**src/rtl/ucnc_pkg.sv**
```systemverilog
`timescale 1ns / 1ps

package ucnc_pkg;

  localparam int unsigned ByteW     = 8;
  localparam int unsigned ValueW    = 36;
  localparam int unsigned ValueOutW = 42;
  localparam int unsigned CountW    = 3;
  localparam int unsigned GroupW    = 6;

  // command codes
  localparam logic CmdDecode = 1'b0;
  localparam logic CmdEncode = 1'b1;

  // result kinds
  localparam logic KindValue = 1'b0;
  localparam logic KindByte  = 1'b1;

  typedef struct packed {
    logic                 vld;
    logic [ValueOutW-1:0] value;
  } dec_res_t;

  typedef struct packed {
    logic [ByteW-1:0] data;
    logic             last;
  } enc_res_t;

endpackage

```
**src/rtl/ucnc_decoder.sv**
```systemverilog
`timescale 1ns / 1ps

module ucnc_decoder (
  input  logic                       clk_i,
  input  logic                       rst_ni,
  input  logic                       step_i,
  input  logic [ucnc_pkg::ByteW-1:0] byte_i,
  output ucnc_pkg::dec_res_t         res_o
);
  import ucnc_pkg::*;

  logic [CountW-1:0]    pending_q, pending_d;
  logic [ValueOutW-1:0] acc_q, acc_d;
  logic [3:0]           ones;
  logic [ByteW-1:0]     lead_mask;

  always_comb begin
    casez (byte_i)
      8'b0???????: ones = 4'd0;
      8'b10??????: ones = 4'd1;
      8'b110?????: ones = 4'd2;
      8'b1110????: ones = 4'd3;
      8'b11110???: ones = 4'd4;
      8'b111110??: ones = 4'd5;
      8'b1111110?: ones = 4'd6;
      8'b11111110: ones = 4'd7;
      default:     ones = 4'd8;
    endcase
  end

  // lead keeps its low 7-n bits
  assign lead_mask = 8'h7F >> ones;

  always_comb begin
    pending_d = pending_q;
    acc_d     = acc_q;
    res_o.vld   = 1'b0;
    res_o.value = '0;
    if (step_i) begin
      if (pending_q != '0) begin
        acc_d     = {acc_q[ValueOutW-GroupW-1:0], byte_i[GroupW-1:0]};
        pending_d = pending_q - 3'd1;
        if (pending_q == 3'd1) begin
          res_o.vld   = 1'b1;
          res_o.value = acc_d;
        end
      end else if (ones < 4'd2) begin
        res_o.vld   = 1'b1;
        res_o.value = {{(ValueOutW-ByteW){1'b0}}, byte_i};
      end else begin
        if (ones >= 4'd7) begin
          acc_d = '0;
        end else begin
          acc_d = {{(ValueOutW-ByteW){1'b0}}, byte_i & lead_mask};
        end
        pending_d = CountW'(ones - 4'd1);
      end
    end
  end

  always_ff @(posedge clk_i or negedge rst_ni) begin
    if (!rst_ni) begin
      pending_q <= '0;
      acc_q     <= '0;
    end else begin
      pending_q <= pending_d;
      acc_q     <= acc_d;
    end
  end

  a_result_clears_pending: assert property (@(posedge clk_i) disable iff (!rst_ni)
    res_o.vld |=> pending_q == '0)
    else $error("pending count not cleared after decoded value");

  a_result_only_on_step: assert property (@(posedge clk_i) disable iff (!rst_ni)
    !step_i |=> $stable(pending_q) && $stable(acc_q))
    else $error("decode state moved without a step");

endmodule

```
**src/rtl/ucnc_encoder.sv**
```systemverilog
`timescale 1ns / 1ps

module ucnc_encoder (
  input  logic                        clk_i,
  input  logic                        rst_ni,
  input  logic                        step_i,
  input  logic [ucnc_pkg::ValueW-1:0] value_i,
  input  logic [ucnc_pkg::CountW-1:0] num_bytes_i,
  output ucnc_pkg::enc_res_t          res_o
);
  import ucnc_pkg::*;

  logic [CountW-1:0]    idx_q, idx_d;
  logic [CountW-1:0]    nb_eff;
  logic [CountW-1:0]    grp_sel;
  logic [ValueOutW-1:0] padded;
  logic [GroupW-1:0]    grp;
  logic [ByteW-1:0]     lead_mask;
  logic [ByteW-1:0]     lead_prefix;

  // a byte count of zero codes like one
  assign nb_eff  = (num_bytes_i == '0) ? 3'd1 : num_bytes_i;
  // six-bit group for this byte, most significant first; group six is all zero
  assign grp_sel = nb_eff - 3'd1 - idx_q;
  assign padded  = {{(ValueOutW-ValueW){1'b0}}, value_i};
  assign grp     = padded[grp_sel*GroupW +: GroupW];

  assign lead_mask   = 8'h7F >> nb_eff;
  assign lead_prefix = ~(8'hFF >> nb_eff);

  always_comb begin
    if (nb_eff == 3'd1) begin
      res_o.data = {1'b0, value_i[6:0]};
    end else if (idx_q == '0) begin
      res_o.data = lead_prefix | ({2'b00, grp} & lead_mask);
    end else begin
      res_o.data = {2'b10, grp};
    end
    res_o.last = (idx_q == nb_eff - 3'd1);
  end

  always_comb begin
    idx_d = idx_q;
    if (step_i) begin
      idx_d = res_o.last ? '0 : idx_q + 3'd1;
    end
  end

  always_ff @(posedge clk_i or negedge rst_ni) begin
    if (!rst_ni) begin
      idx_q <= '0;
    end else begin
      idx_q <= idx_d;
    end
  end

  a_idx_in_range: assert property (@(posedge clk_i) disable iff (!rst_ni)
    idx_q != '0 |-> idx_q < nb_eff)
    else $error("byte index beyond byte count");

  a_last_wraps: assert property (@(posedge clk_i) disable iff (!rst_ni)
    step_i && res_o.last |=> idx_q == '0)
    else $error("byte index not cleared after final byte");

endmodule

```
**src/rtl/utf8_coded_number_codec_core.sv**
```systemverilog
`timescale 1ns / 1ps

// Coded frame number codec. A decode item (cmd 0) carries one coded byte and
// gives at most one result: a value result once the last byte of a number has
// arrived, or at once for a plain byte or a stray 0x80..0xBF lead. An encode
// item (cmd 1) gives num_bytes byte results (one for a count of zero), lead
// first. Items enter an input register and are worked into the output register
// combinationally, so decode runs at one byte per cycle with no bubbles while
// the receiver does not stall. An encode item holds the input register until
// its last result byte enters the output register, and longer while the
// receiver stalls. Results are taken from a registered output; a new item is
// taken while the previous result waits only if the input register is empty.
module utf8_coded_number_codec_core (
  input  logic                           clk_i,
  input  logic                           rst_ni,
  input  logic                           in_valid_i,
  output logic                           in_ready_o,
  input  logic                           cmd_i,
  input  logic [ucnc_pkg::ByteW-1:0]     byte_in_i,
  input  logic [ucnc_pkg::ValueW-1:0]    value_i,
  input  logic [ucnc_pkg::CountW-1:0]    num_bytes_i,
  output logic                           out_valid_o,
  input  logic                           out_ready_i,
  output logic                           kind_o,
  output logic [ucnc_pkg::ByteW-1:0]     byte_out_o,
  output logic [ucnc_pkg::ValueOutW-1:0] value_out_o,
  output logic                           last_o
);
  import ucnc_pkg::*;

  logic                 in_vld_q, in_vld_d;
  logic                 cmd_q;
  logic [ByteW-1:0]     byte_q;
  logic [ValueW-1:0]    value_q;
  logic [CountW-1:0]    nb_q;

  logic                 out_vld_q, out_vld_d;
  logic                 kind_q;
  logic [ByteW-1:0]     obyte_q;
  logic [ValueOutW-1:0] ovalue_q;
  logic                 last_q;

  logic                 adv;
  logic                 dec_step;
  logic                 enc_step;
  logic                 in_consume;
  logic                 in_xfer;
  dec_res_t             dec_res;
  enc_res_t             enc_res;

  // output slot is free or being emptied this cycle
  assign adv        = !out_vld_q || out_ready_i;
  assign dec_step   = in_vld_q && (cmd_q == CmdDecode) && adv;
  assign enc_step   = in_vld_q && (cmd_q == CmdEncode) && adv;
  assign in_consume = dec_step || (enc_step && enc_res.last);
  assign in_ready_o = !in_vld_q || in_consume;
  assign in_xfer    = in_valid_i && in_ready_o;

  ucnc_decoder u_dec (
    .clk_i  (clk_i),
    .rst_ni (rst_ni),
    .step_i (dec_step),
    .byte_i (byte_q),
    .res_o  (dec_res)
  );

  ucnc_encoder u_enc (
    .clk_i       (clk_i),
    .rst_ni      (rst_ni),
    .step_i      (enc_step),
    .value_i     (value_q),
    .num_bytes_i (nb_q),
    .res_o       (enc_res)
  );

  always_comb begin
    in_vld_d = in_vld_q;
    if (in_xfer) begin
      in_vld_d = 1'b1;
    end else if (in_consume) begin
      in_vld_d = 1'b0;
    end
  end

  always_comb begin
    out_vld_d = out_vld_q;
    if (adv) begin
      out_vld_d = (dec_step && dec_res.vld) || enc_step;
    end
  end

  always_ff @(posedge clk_i or negedge rst_ni) begin
    if (!rst_ni) begin
      in_vld_q  <= 1'b0;
      out_vld_q <= 1'b0;
    end else begin
      in_vld_q  <= in_vld_d;
      out_vld_q <= out_vld_d;
    end
  end

  always_ff @(posedge clk_i) begin
    if (in_xfer) begin
      cmd_q   <= cmd_i;
      byte_q  <= byte_in_i;
      value_q <= value_i;
      nb_q    <= num_bytes_i;
    end
  end

  always_ff @(posedge clk_i) begin
    if (enc_step) begin
      kind_q   <= KindByte;
      obyte_q  <= enc_res.data;
      ovalue_q <= '0;
      last_q   <= enc_res.last;
    end else if (dec_step && dec_res.vld) begin
      kind_q   <= KindValue;
      obyte_q  <= '0;
      ovalue_q <= dec_res.value;
      last_q   <= 1'b1;
    end
  end

  assign out_valid_o = out_vld_q;
  assign kind_o      = kind_q;
  assign byte_out_o  = obyte_q;
  assign value_out_o = ovalue_q;
  assign last_o      = last_q;

  a_value_is_last: assert property (@(posedge clk_i) disable iff (!rst_ni)
    out_vld_q && kind_q == KindValue |-> last_q && obyte_q == '0)
    else $error("decoded value result malformed");

  a_partial_encode_holds_input: assert property (@(posedge clk_i) disable iff (!rst_ni)
    out_vld_q && kind_q == KindByte && !last_q |-> in_vld_q && cmd_q == CmdEncode)
    else $error("encode item released before its final byte");

  a_no_accept_mid_encode: assert property (@(posedge clk_i) disable iff (!rst_ni)
    enc_step && !enc_res.last |-> !in_ready_o)
    else $error("input taken while encode bytes remain");

endmodule
```
**config.mk**
```make
export PLATFORM = sky130hd
export DESIGN_NAME = utf8_coded_number_codec_core
export DESIGN_NICKNAME = d
export VERILOG_FILES = /design/src/rtl/ucnc_pkg.sv /design/src/rtl/ucnc_decoder.sv /design/src/rtl/ucnc_encoder.sv /design/src/rtl/utf8_coded_number_codec_core.sv
export SDC_FILE = /design/constraint.sdc
export NUM_CORES = 1
export LEC_CHECK = 0
export BUFFER_PORTS_ARGS = -buffer_cell sky130_fd_sc_hd__buf_2
export CORE_AREA = 2 2 113 115
export CTS_CLUSTER_SIZE = 8
export DETAILED_ROUTE_END_ITERATION = 7
export DIE_AREA = 0 0 115 117
export PLACE_DENSITY = 0.79
export RECOVER_POWER = 50
export SYNTH_ARGS = -nofsm -noshare
export SYNTH_HDL_FRONTEND = slang
export SYNTH_HIERARCHICAL = 1
export SYNTH_SLANG_ARGS = --single-unit
```
**constraint.sdc**
```tcl
create_clock -name clk_i -period 3.9 [get_ports clk_i]
set_clock_uncertainty 0.1 [all_clocks]
set_input_delay 0.39 -clock clk_i [delete_from_list [all_inputs] [get_ports clk_i]]
set_output_delay 0.39 -clock clk_i [all_outputs]
set_load 0.02 [all_outputs]
```
* Yosys cells after proc, flatten, opt, wreduce, memory -nomap -nowiden
Cells that the tools add are included.
** Operators by class
- Bitwise operators :: 6
- Multiplexer cells :: 20
- Reduce and logical (&&, ||, !) cells :: 19
- Shift-type cells :: 4
- $mul :: 1
- Order comparisons :: 2
- Eq/ne operators :: 11
- Add/subtract/negate cells :: 5
** Operators with widths (count)
- two-way mux 43 bit :: 4
- two-way mux 36 bit :: 2
- indexed part select 42 x 7 -> 6 bit :: 1
- two-way mux 8 bit :: 5
- case mux 4 bit (8 select lines) :: 1
- two-way mux 3 bit :: 4
- subtractor 3 x 1 -> 3 bit, second input constant :: 3
- AND 6 x 8 -> 8 bit :: 1
- AND 8 bit :: 1
- equality test 8 bit, second input constant :: 1
- NOT 8 bit :: 1
- OR 8 bit :: 1
- right shift 7 x 3 -> 8 bit, first input constant :: 1
- right shift 7 x 4 -> 8 bit, first input constant :: 1
- right shift 8 x 3 -> 8 bit, first input constant :: 1
- equality test 7 bit, second input constant :: 1
- logical AND 1 bit :: 7
- equality test 3 x 1 -> 1 bit, second input constant :: 2
- equality test 6 bit, second input constant :: 1
- zero test 3 bit :: 2
- equality test 5 bit, second input constant :: 1
- multiplier 3 x 2 -> 5 bit, second input constant :: 1
- equality test 4 bit, second input constant :: 1
- >= comparator 4 x 3 -> 1 bit, second input constant :: 1
- other kinds (14) :: 23
** Storage, ports and cells
- Bits of input ports :: 52
- Register bits after elaboration :: 144
- Output and inout bits :: 54
- Logic and storage cells :: 81

* Depth between registers and ports, before layout
Gate-level depths: netlist of run 1.
- Depth in word-level cells :: 11
- Mapped depth :: 12
- Depth with buffers taken out :: 10

* Cells and area by module
Netlist of run 1, hierarchy kept.
** Modules (own cells, without submodules)
- utf8_coded_number_codec_core :: instances 1, area an instance 3258.1 um^2, seq. area each 2622.5 um^2, cells each 179
- ucnc_decoder :: instances 1, area an instance 1980.6 um^2, seq. area each 975.9 um^2, cells each 186
- ucnc_encoder :: instances 1, area an instance 749.5 um^2, seq. area each 75.1 um^2, cells each 85

* Least setup slack after synthesis of run 1
OpenSTA, ideal clock, no wires.
- Path type :: register to register
- Start point :: register nb_q[2]
- End point :: register byte_q[0] (enable)
- Data arrival time :: 3.356 ns
- Buffers on the path :: 2
- Cell stages (with the launch flop) :: 11
- Path slack :: 0.034 ns
- Path through :: edfxtp_1 -> clkbuf_1 -> nor2_1 -> or2_2 -> ha_1 -> buf_2 -> nand3_1 -> inv_1 -> nand2b_1 -> a21bo_2 -> and2_1
** RTL lines
- from (decl) :: line utf8_coded_number_codec_core.sv:35 : logic [CountW-1:0] nb_q;
- from (signal assigned) :: line utf8_coded_number_codec_core.sv:107 : nb_q <= num_bytes_i;
- to (signal assigned) :: line utf8_coded_number_codec_core.sv:105 : byte_q <= byte_in_i;
- to (decl) :: line utf8_coded_number_codec_core.sv:33 : logic [ByteW-1:0] byte_q;

==> results of run 1 <==
[power groups by stage]
stage               registers (uW)  clock network, uW  logic (uW)
global placement              2140                  0        1250
CTS                           2130               1560        1310
global route                  2160               1610        1440
floorplan                     2110                  0        1020
finish                        2130               1530        1300
detailed placement            2150                  0        1300
[sequential cells by signal (all words and copies together) (netlist names), 3 cells and up]
signal / cells
value_q: 36
value_out_o: 42
u_dec/pending_q: 3
u_enc/idx_q: 3
byte_q: 8
byte_out_o: 8
nb_q: 3
u_dec/acc_q: 36
[critical path: stages, from the launching register on]
cell and delay, ps:
dfrtp_1 400, inv_1 90, ha_1 200, ha_1 320
and2b_1 240, clkbuf_1 1030, and3_2 670, and2_1 220
a22o_1 140
[stage by stage]
step	setup WS, ps	hold slack (ps)	std cells	utilization
finish	433	42.6	715	0.573
global route	194	33.4	715	0.573
CTS	520	29.3	715	0.580
detailed placement	531	356	683	0.533
global placement	602	336	683	0.533
floorplan	33.9	-5.59	450	-
[layout make-up]
cell class / instances / area (um^2)
Fill cell: 1010 / 5250
Sequential cell: 144 / 3670
Multi-Input combinational cell: 264 / 2070
Clock buffer: 25 / 520
Timing Repair Buffer: 110 / 502
Tap cell: 150 / 188
Inverter: 15 / 56.3
Clock inverter: 7 / 50.0
[cell usage in the layout (no fill, tap or decap), types with 6 or more instances in the layout]
| cell type | count |
|---|---|
| o21ai_0 | 7 |
| dfxtp_1 | 43 |
| nand3_1 | 11 |
| nand2_1 | 19 |
| dfrtp_1 | 44 |
| inv_1 | 14 |
| edfxtp_1 | 57 |
| ha_1 | 11 |
| clkbuf_16 | 19 |
| clkbuf_1 | 59 |
| and2_1 | 50 |
| a22o_1 | 74 |
| a21oi_1 | 7 |
| o21ai_1 | 7 |
| mux2_2 | 7 |
| nand2b_1 | 6 |
| buf_2 | 49 |
[worst paths after layout]
kind	end	from	cells past startpoint	slack (ps)
max in group asynchronous	u_enc/idx_q[1]	rst_ni	1	1780
min reg2reg	kind_o	kind_o	1	380
max reg2reg	value_out_o[23]	u_dec/pending_q[0]	8	430
min in group asynchronous	u_dec/acc_q[33]	rst_ni	1	580
max	value_out_o[23]	u_dec/pending_q[0]	8	430
min	value_q[30]	value_i[30]	1	40
[per-layer routing]
| metal | share of wire | vias up |
|---|---|---|
| met5 | 0 | - |
| met4 | 0.024 | 0 |
| met3 | 0.050 | 22 |
| met2 | 0.48 | 141 |
| met1 | 0.45 | 1978 |
| li1 | - | 1884 |
[cells by family (layout without fill, tap and decap cells)]
logic type	after synthesis	in the layout
AND/OR/NAND/NOR	112	112
buffers and inverters	42	157
multiplexers	15	15
AO/OA/AOI/OAI	123	123
flip-flops	144	144
adder cells (fa/ha/maj)	12	12
XOR/XNOR	2	2
==> flow_summary.json, run 1 <==
{
  "routabilityCongestion": 0.900,
  "portBuffers": 105,
  "fmax_ghz": 0.288,
  "grt_util_met3": 0.0438,
  "clock_latency_ps": 420,
  "synth.most_common_cell": "a22o_1",
  "power.leakage_uw": 0.00295,
  "synthCells": 450,
  "die_w_um": 115,
  "violations": "max-capacitance violations, max-slew violations",
  "synthFlopType": "edfxtp_1",
  "use_met2": 0.286,
  "ios": 106,
  "diodes": 0,
  "swShare": 0.307,
  "cts.clk_slew.worst_paths_ps": 60,
  "cts_resized": 0,
  "drtAntennaViolNets": 0,
  "postCtsHoldBufs": 0,
  "worstSetupPathType": "flop to flop",
  "rsz0062_at_grt": "false",
  "cts_tree": "done",
  "routedWlPerCell_um": 16.7,
  "powerDensity_nw_per_um2": 702,
  "hp-class": "input pin to flop",
  "drt_iter0_markers": 338,
  "yosys-top-cells-area": "edfxtp_1 (29%), dfrtp_1 (18%), dfxtp_1 (14%)",
  "antenna_found_initial": 0,
  "cap_violations": 1,
  "die_h_um": 117,
  "timing.final.crit_share": 0.889,
  "htree_levels": 4,
  "required_ps": 4160,
  "synth_warnings": 6,
  "syn_area_per_cell_um2": 13.3,
  "async_flop_share": 0.306,
  "power_switching_uw": 1520,
  "cts_made_buffers": 17,
  "core-area_um2": 12300,
  "vdd_drop_max_mv": 0.563,
  "synth_top_family_by_area": "compound AO/OA/AOI/OAI gates",
  "combPwrFrac": 0.261,
  "p_seq_frac": 0.430,
  "fin_crit_ps": 3470,
  "syn_to_final_growth_pct": 17.9,
  "power.internal_uw": 3430,
  "yosys-top-cells-count": "a22o_1 (74), edfxtp_1 (57), and2_1 (53), dfrtp_1 (44), dfxtp_1 (43)",
  "synthMuxAreaShare": 0.0403,
  "synthXorXnorAreaFrac": 0.00543,
  "drive_gt1_frac": 0.184,
  "synth_area_um2": 5990,
  "p_total_uw": 4960,
  "grt.overflow.total": 0,
  "root_buffer": "clkbuf_16",
  "synthSimpleGateAreaFrac": 0.109,
  "cp.arrival_ps": 3720,
  "track_usage": 0.183,
  "cts_buffer_depth": 2,
  "tightestPinTransition_ps": 2350,
  "cp-start-kind": "flop",
  "top_usage_layer": "met2",
  "setup_viol_count_final": 0,
  "ys_seq_area_frac": 0.613,
  "drc_errors": 0,
  "ys_seq_elements": 144,
  "clock_power_share": 0.309,
  "crit_fanout": 34,
  "grt_pass1_wl_mm": 18.9,
  "synth_compound_area_frac": 0.164,
  "max_slew_margin": -0.563,
  "hpwl_mm": 8.17,
  "grt_max_degree": 49,
  "synth_area_leader_cell": "edfxtp_1",
  "cts.sink_count": 144,
  "tns_ps": 0,
  "vias_per_cell": 5.63,
  "postCtsSetupBuffers": 0,
  "ys_types": 60,
  "placed_cell_area_um2": 6570,
  "initial_core_util": 0.486,
  "rows": 41,
  "synth_top_cell_area_share": 0.286,
  "routed_wl_mm": 12.0,
  "vias": 4025,
  "fin_area_um2": 7060,
  "status": "complete, but fails checks",
  "grtUsageMet1": 0.245,
  "setup.worst_path.end_class": "flop",
  "layout.nets": 616,
  "drv_slew": 45,
  "syn_nets": 514,
  "firstDrtPassIters": 5,
  "hold_violations": 0,
  "die_area_um2": 13500,
  "synth_fa_ha_area_frac": 0.0263,
  "synth_edf_count": 57,
  "grt_pass1_vias": 3799
}
Power figures use the tool's default switching activity.
==> run 2, diff against run 1 <==
--- a/config.mk
+++ b/config.mk
@@ -6,11 +6,11 @@
 export NUM_CORES = 1
 export LEC_CHECK = 0
 export BUFFER_PORTS_ARGS = -buffer_cell sky130_fd_sc_hd__buf_2
-export CORE_AREA = 2 2 113 115
+export CORE_AREA = 2 2 134 136
 export CTS_CLUSTER_SIZE = 8
 export DETAILED_ROUTE_END_ITERATION = 7
-export DIE_AREA = 0 0 115 117
-export PLACE_DENSITY = 0.79
+export DIE_AREA = 0 0 136 138
+export PLACE_DENSITY = 0.59
 export RECOVER_POWER = 50
 export SYNTH_ARGS = -nofsm -noshare
 export SYNTH_HDL_FRONTEND = slang
==> constraint.sdc (replaced) <==
create_clock -name clk_i -period 3.77 [get_ports clk_i]
set_clock_uncertainty 0.1 [all_clocks]
set_input_delay 0.377 -clock clk_i [delete_from_list [all_inputs] [get_ports clk_i]]
set_output_delay 0.377 -clock clk_i [all_outputs]
set_load 0.02 [all_outputs]
==> run 2 against run 1 <==
Effect of this change: the flow still finishes with violations (max-capacitance violations, max-slew violations); routed wire length up 9.1%; setup slack worse by 170 ps; clock power up 4%; register-to-register slack worse by 170 ps; sequential share of layout area down 0.80 points; die area up 39%; final cell count up 11%; global-route usage down 3.7 points; sequential power up 4%; core utilization down 16 points; largest power group unchanged; maximum frequency down 1.1%.
==> flow_summary.json, run 2 (synthesis results as in run 1) <==
{
  "status": "complete, but fails checks",
  "violations": "max-capacitance violations, max-slew violations",
  "clock_latency_ps": 420,
  "largest_reg_flops": 42,
  "cts.clk_slew.worst_paths_ps": 60,
  "timing.final.crit_share": 0.930,
  "cap_violations": 2,
  "vias_per_cell": 4.94,
  "power_switching_uw": 1600,
  "hp-class": "input pin to flop",
  "drtAntennaViolNets": 0,
  "cpPeakStageDelay_ps": 560,
  "setup.worst_path.end_class": "flop",
  "setup_viol_count_final": 0,
  "path_cells": "inv_1 > or3_1 > nand2_1 > inv_1 > fa_1 > xnor3_2 > mux4_1 > a2111oi_0 > a21oi_1 > and2_1",
  "max_slew_margin": -0.560,
  "track_usage": 0.147,
  "swShare": 0.312,
  "postCtsHoldBufs": 0,
  "postCtsSetupBuffers": 0,
  "path_buf_inv": 2,
  "routabilityCongestion": 0.882,
  "drc_errors": 0,
  "powerDensity_nw_per_um2": 717,
  "final_core_util": 0.409,
  "vias": 3934,
  "crit_fanout": 10,
  "layout.nets": 618,
  "antenna_found_initial": 0,
  "crit_family": "simple AND/OR/NAND/NOR gates",
  "drt_iter0_markers": 184,
  "cts_made_buffers": 17,
  "initial_core_util": 0.342,
  "r2r_setup_slack_ps": 260,
  "hpwl_mm": 9.11,
  "routed_wl_mm": 13.1,
  "diodes": 0,
  "ios": 106,
  "tightestPinTransition_ps": 2340,
  "firstDrtPassIters": 5,
  "cts_buffer_depth": 2,
  "worstSetupPathType": "flop to flop",
  "rsz0062_at_grt": "false",
  "cp-start-kind": "flop",
  "core-area_um2": 17500,
  "cts.sink_count": 144,
  "combPwrFrac": 0.261,
  "cts_resized": 0,
  "grt.overflow.total": 0,
  "cp.arrival_ps": 3580,
  "cp_common_cell": "inv_1",
  "hold_violations": 0,
  "die_area_um2": 18800,
  "grt_pass1_wl_mm": 21.3,
  "required_ps": 3840,
  "drive_gt1_frac": 0.187,
  "root_buffer": "clkbuf_16",
  "power.leakage_uw": 0.00295,
  "cpMaxStageDelayCell": "edfxtp_1",
  "power.internal_uw": 3540,
  "syn_to_final_growth_pct": 19.7,
  "tns_ps": 0,
  "p_seq_frac": 0.429,
  "fmax_ghz": 0.285,
  "final_common_cell": "a22o_1",
  "clock_power_share": 0.310,
  "routedWlPerCell_um": 16.4,
  "drv_slew": 62,
  "cts_tree": "done",
  "vdd_drop_max_mv": 0.354,
  "die_h_um": 138,
  "grt_pass1_vias": 4036,
  "die_w_um": 136,
  "rows": 49,
  "portBuffers": 105,
  "htree_levels": 4,
  "grt_max_degree": 49,
  "layout_common_cells": "a22o_1 (74), clkbuf_1 (58), edfxtp_1 (57), and2_1 (50), buf_2 (50)",
  "fin_crit_ps": 3510
}
## run 2: layout make-up
| cell class | count | area (um^2) |
|---|---|---|
| fill | 1722 | 10400 |
| sequential | 144 | 3670 |
| multi-input combinational | 264 | 2060 |
| timing repair buffer | 112 | 522 |
| clock buffer | 23 | 500 |
| tap | 229 | 287 |
| clock inverter | 9 | 67.6 |
| inverter | 15 | 56.3 |
## run 2: path summary, 6_finish.rpt
kind | start | end | depth (start not counted)
worst max-delay path | nb_q[2] | byte_out_o[5] | 10
worst min-delay path | byte_in_i[0] | byte_q[0] | 1
worst max register to register | nb_q[2] | byte_out_o[5] | 10
worst min register to register | kind_o | kind_o | 1
max in group asynchronous | rst_ni | u_enc/idx_q[1] | 1
min in group asynchronous | rst_ni | u_dec/acc_q[24] | 1
## run 2: layer usage
metal | wire length [um] | track usage | part of all wire
met1 | 6510 | 0.208 | 0.50
met2 | 5820 | 0.216 | 0.45
met3 | 525 | 0.0359 | 0.040
met4 | 203 | 0.0581 | 0.016
met5 | 0 | 0 | 0
## run 2: power groups by stage
stage	clock network [uW]	logic (uW)	registers, uW
after floorplan	0	1050	2180
after global placement	0	1320	2230
after detailed placement	0	1360	2240
after CTS	1630	1370	2210
after global routing	1710	1500	2250
final	1590	1340	2210
## run 2: metrics by stage
| stage | worst slack, ps | power, uW | cell area, um^2 | hold slack (ps) | instances |
|---|---|---|---|---|---|
| 2_1_floorplan | 419 | 3230 | 5990 | -18.6 | 450 |
| 3_3_place_gp | 428 | 3550 | 6680 | 337 | 764 |
| 3_5_place_dp | 335 | 3600 | 6680 | 339 | 764 |
| 4_1_cts | 293 | 5210 | 7250 | 8.89 | 796 |
| 5_1_grt | 121 | 5450 | 7170 | 10.1 | 796 |
| 6_report | 263 | 5140 | 7170 | 27.2 | 796 |
## run 2: worst reg2reg max path: cells and delay by family, from the launching register on
| family | cells | cell delay (ps) |
|---|---|---|
| compound gates | 2 | 530 |
| simple gates | 3 | 740 |
| mux | 1 | 310 |
| buf+inv | 2 | 250 |
| flops | 1 | 560 |
| xor+xnor | 1 | 350 |
| fa+ha+maj | 1 | 420 |
==> run 3, diff against run 2 <==
--- a/config.mk
+++ b/config.mk
@@ -5,12 +5,13 @@
 export SDC_FILE = /design/constraint.sdc
 export NUM_CORES = 1
 export LEC_CHECK = 0
+export ABC_AREA = 1
 export BUFFER_PORTS_ARGS = -buffer_cell sky130_fd_sc_hd__buf_2
-export CORE_AREA = 2 2 134 136
+export CORE_AREA = 2 2 146 148
 export CTS_CLUSTER_SIZE = 8
 export DETAILED_ROUTE_END_ITERATION = 7
-export DIE_AREA = 0 0 136 138
-export PLACE_DENSITY = 0.59
+export DIE_AREA = 0 0 148 150
+export PLACE_DENSITY = 0.58
 export RECOVER_POWER = 50
 export SYNTH_ARGS = -nofsm -noshare
 export SYNTH_HDL_FRONTEND = slang
==> run 3 against run 2 <==
Effect of this change: the run still ends with max-capacitance violations, max-slew violations left; synthesized cell count is 100% higher; die area rose by 18%; highest routed layer unchanged; maximum frequency grew 6.9%; first-iteration DRC count rose by 81%; cell area increased by 16%; register-to-register slack improved by 500 ps; count of clock-buffer cells in the layout down 6; critical endpoint is now in_ready_o; non-clock buffer count increased by 3; clock power shrank 3%; final cell count rose by 61%.
==> flow_summary.json, run 3 <==
{
  "timing.final.crit_share": 0.870,
  "portBuffers": 105,
  "yosys-top-cells-area": "edfxtp_1 (24%), dfrtp_1 (15%), dfxtp_1 (12%)",
  "die_h_um": 150,
  "hp-class": "input pin to flop",
  "root_buffer": "clkbuf_16",
  "die_w_um": 148,
  "cts_resized": 0,
  "synthCells": 903,
  "clock_latency_ps": 420,
  "cp-startpoint": "nb_q[2]",
  "ys_seq_elements": 144,
  "path_buf_inv": 4,
  "fmax_ghz": 0.305,
  "cap_violations": 1,
  "layout.nets": 1061,
  "syn_area_per_cell_um2": 7.93,
  "vias": 5563,
  "ys_types": 34,
  "path_cells": "o21ai_2 > or2_1 > inv_2 > nor2_1 > inv_1 > ha_1 > nand3_1 > inv_1 > o21ai_0 > nand2_1 > buf_2",
  "routedWlPerCell_um": 11.8,
  "async_flop_share": 0.306,
  "routabilityCongestion": 0.866,
  "powerDensity_nw_per_um2": 727,
  "min_from": "value_i[19]",
  "cp.arrival_ps": 2800,
  "power.leakage_uw": 0.00397,
  "core-area_um2": 20700,
  "drv_slew": 45,
  "cts_buffer_depth": 2,
  "synth.most_common_cell": "inv_1",
  "setup.worst_path.end_class": "primary output",
  "drc_errors": 0,
  "diodes": 0,
  "drt_iter0_markers": 333,
  "syn_to_final_growth_pct": 16.7,
  "synth_area_leader_cell": "edfxtp_1",
  "layout_common_cells": "inv_1 (223), nand2_1 (193), nor2_1 (118), clkbuf_1 (59), edfxtp_1 (57)",
  "routed_wl_mm": 15.2,
  "largest_reg_flops": 42,
  "syn_nets": 967,
  "max_slew_margin": -0.681,
  "synth_top_cell_area_share": 0.239,
  "postCtsSetupBuffers": 0,
  "place_ws_ps": 759,
  "worstSetupPathType": "flop to primary output",
  "setup_viol_count_final": 0,
  "synth_warnings": 6,
  "htree_levels": 4,
  "cts_made_buffers": 17,
  "synth_area_um2": 7160,
  "violations": "max-capacitance violations, max-slew violations",
  "vias_per_cell": 4.33,
  "drive_gt1_frac": 0.134,
  "rsz0062_at_grt": "false",
  "cp-start-kind": "flop",
  "drtAntennaViolNets": 0,
  "rows": 53,
  "status": "complete, but fails checks",
  "initial_core_util": 0.346,
  "cts_tree": "done",
  "grt.overflow.total": 0,
  "vdd_drop_max_mv": 0.292,
  "required_ps": 3290,
  "fin_crit_ps": 3280,
  "tns_ps": 0,
  "tightestPinTransition_ps": 2520,
  "grt_max_degree": 49,
  "cpPeakStageDelay_ps": 470,
  "cp_common_cell": "inv_1",
  "grt_pass1_vias": 5255,
  "ys_seq_area_frac": 0.513,
  "cts.clk_slew.worst_paths_ps": 60,
  "antenna_found_initial": 0,
  "r2r-start": "nb_q[2]",
  "yosys-top-cells-count": "inv_1 (223), nand2_1 (193), nor2_1 (118), edfxtp_1 (57)",
  "postCtsHoldBufs": 0,
  "firstDrtPassIters": 4,
  "crit_family": "simple AND/OR/NAND/NOR gates",
  "hpwl_mm": 10.6,
  "final_common_cell": "inv_1",
  "synth_edf_count": 57,
  "grt_pass1_wl_mm": 24.8,
  "cts.sink_count": 144,
  "setup_slack_ps": 490,
  "die_area_um2": 22200,
  "hold_violations": 0,
  "crit_fanout": 6,
  "cpMaxStageDelayCell": "edfxtp_1",
  "ios": 106,
  "synthFlopType": "edfxtp_1",
  "track_usage": 0.141
}
==> run 3: changes by cell type in the layout (fill, tap and decap cells not counted), sizes merged, moves of 7 or more <==
cell    previous run  this run
a21oi              7        17
o22ai              2        29
inv               20       246
mux2               7         0
and2              53         0
a22o              74         0
nor2               5       125
nand3             11        28
nand2             19       202
nand4              1        44
nand2b             8         0
==> run 3: cell families after synthesis <==
kind of cell             synth area share
adder cells (fa/ha/maj)            0.0220
buffers and inverters               0.157
XOR/XNOR                          0.00122
AND/OR/NAND/NOR                     0.247
AO/OA/AOI/OAI                      0.0598
flip-flops                          0.513
==> run 3: final cells by class <==
| cell class | count | area [um^2] |
|---|---|---|
| clock inverter | 15 | 123 |
| timing repair buffer | 115 | 527 |
| tap | 275 | 344 |
| inverter | 237 | 890 |
| clock buffer | 17 | 425 |
| fill | 2214 | 12300 |
| sequential | 144 | 3670 |
| multi-input combinational | 482 | 2370 |
==> run 3: power by group <==
part | leakage (uW) | internal [uW] | switching (uW)
clock network | 0.000260 | 859 | 694
registers | 0.00145 | 2080 | 182
logic | 0.00226 | 709 | 1550
==> run 3: per-layer routing <==
metal  global-route usage  wire (um)  vias to the layer above
li1                     -          -                     2940
met1                0.185       7320                     2526
met2                0.229       7150                       91
met3               0.0372        590                        6
met4               0.0424        106                        0
met5                    0          0                        -
==> run 3: through the flow <==
step / cells / total power, uW / hold slack (ps) / util / instance area [um^2]
finish: 1285 / 6070 / 27.0 / 0.404 / 8350
floorplan: 903 / 4090 / -18.6 / - / 7160
CTS: 1285 / 6170 / 9.03 / 0.407 / 8430
global placement: 1253 / 4560 / 328 / 0.381 / 7880
detailed placement: 1253 / 4590 / 344 / 0.381 / 7880
global route: 1285 / 6560 / 4.05 / 0.404 / 8350
==> run 3: path summary, 6_finish.rpt <==
kind / to / slack, ps / cells after the start
setup / recovery: in_ready_o / 490 / 11
hold / removal: value_q[19] / 30 / 1
setup reg to reg: value_q[4] / 760 / 11
hold reg to reg: kind_o / 360 / 2
max in group asynchronous: u_dec/acc_q[16] / 1500 / 1
min in group asynchronous: u_dec/acc_q[2] / 640 / 1
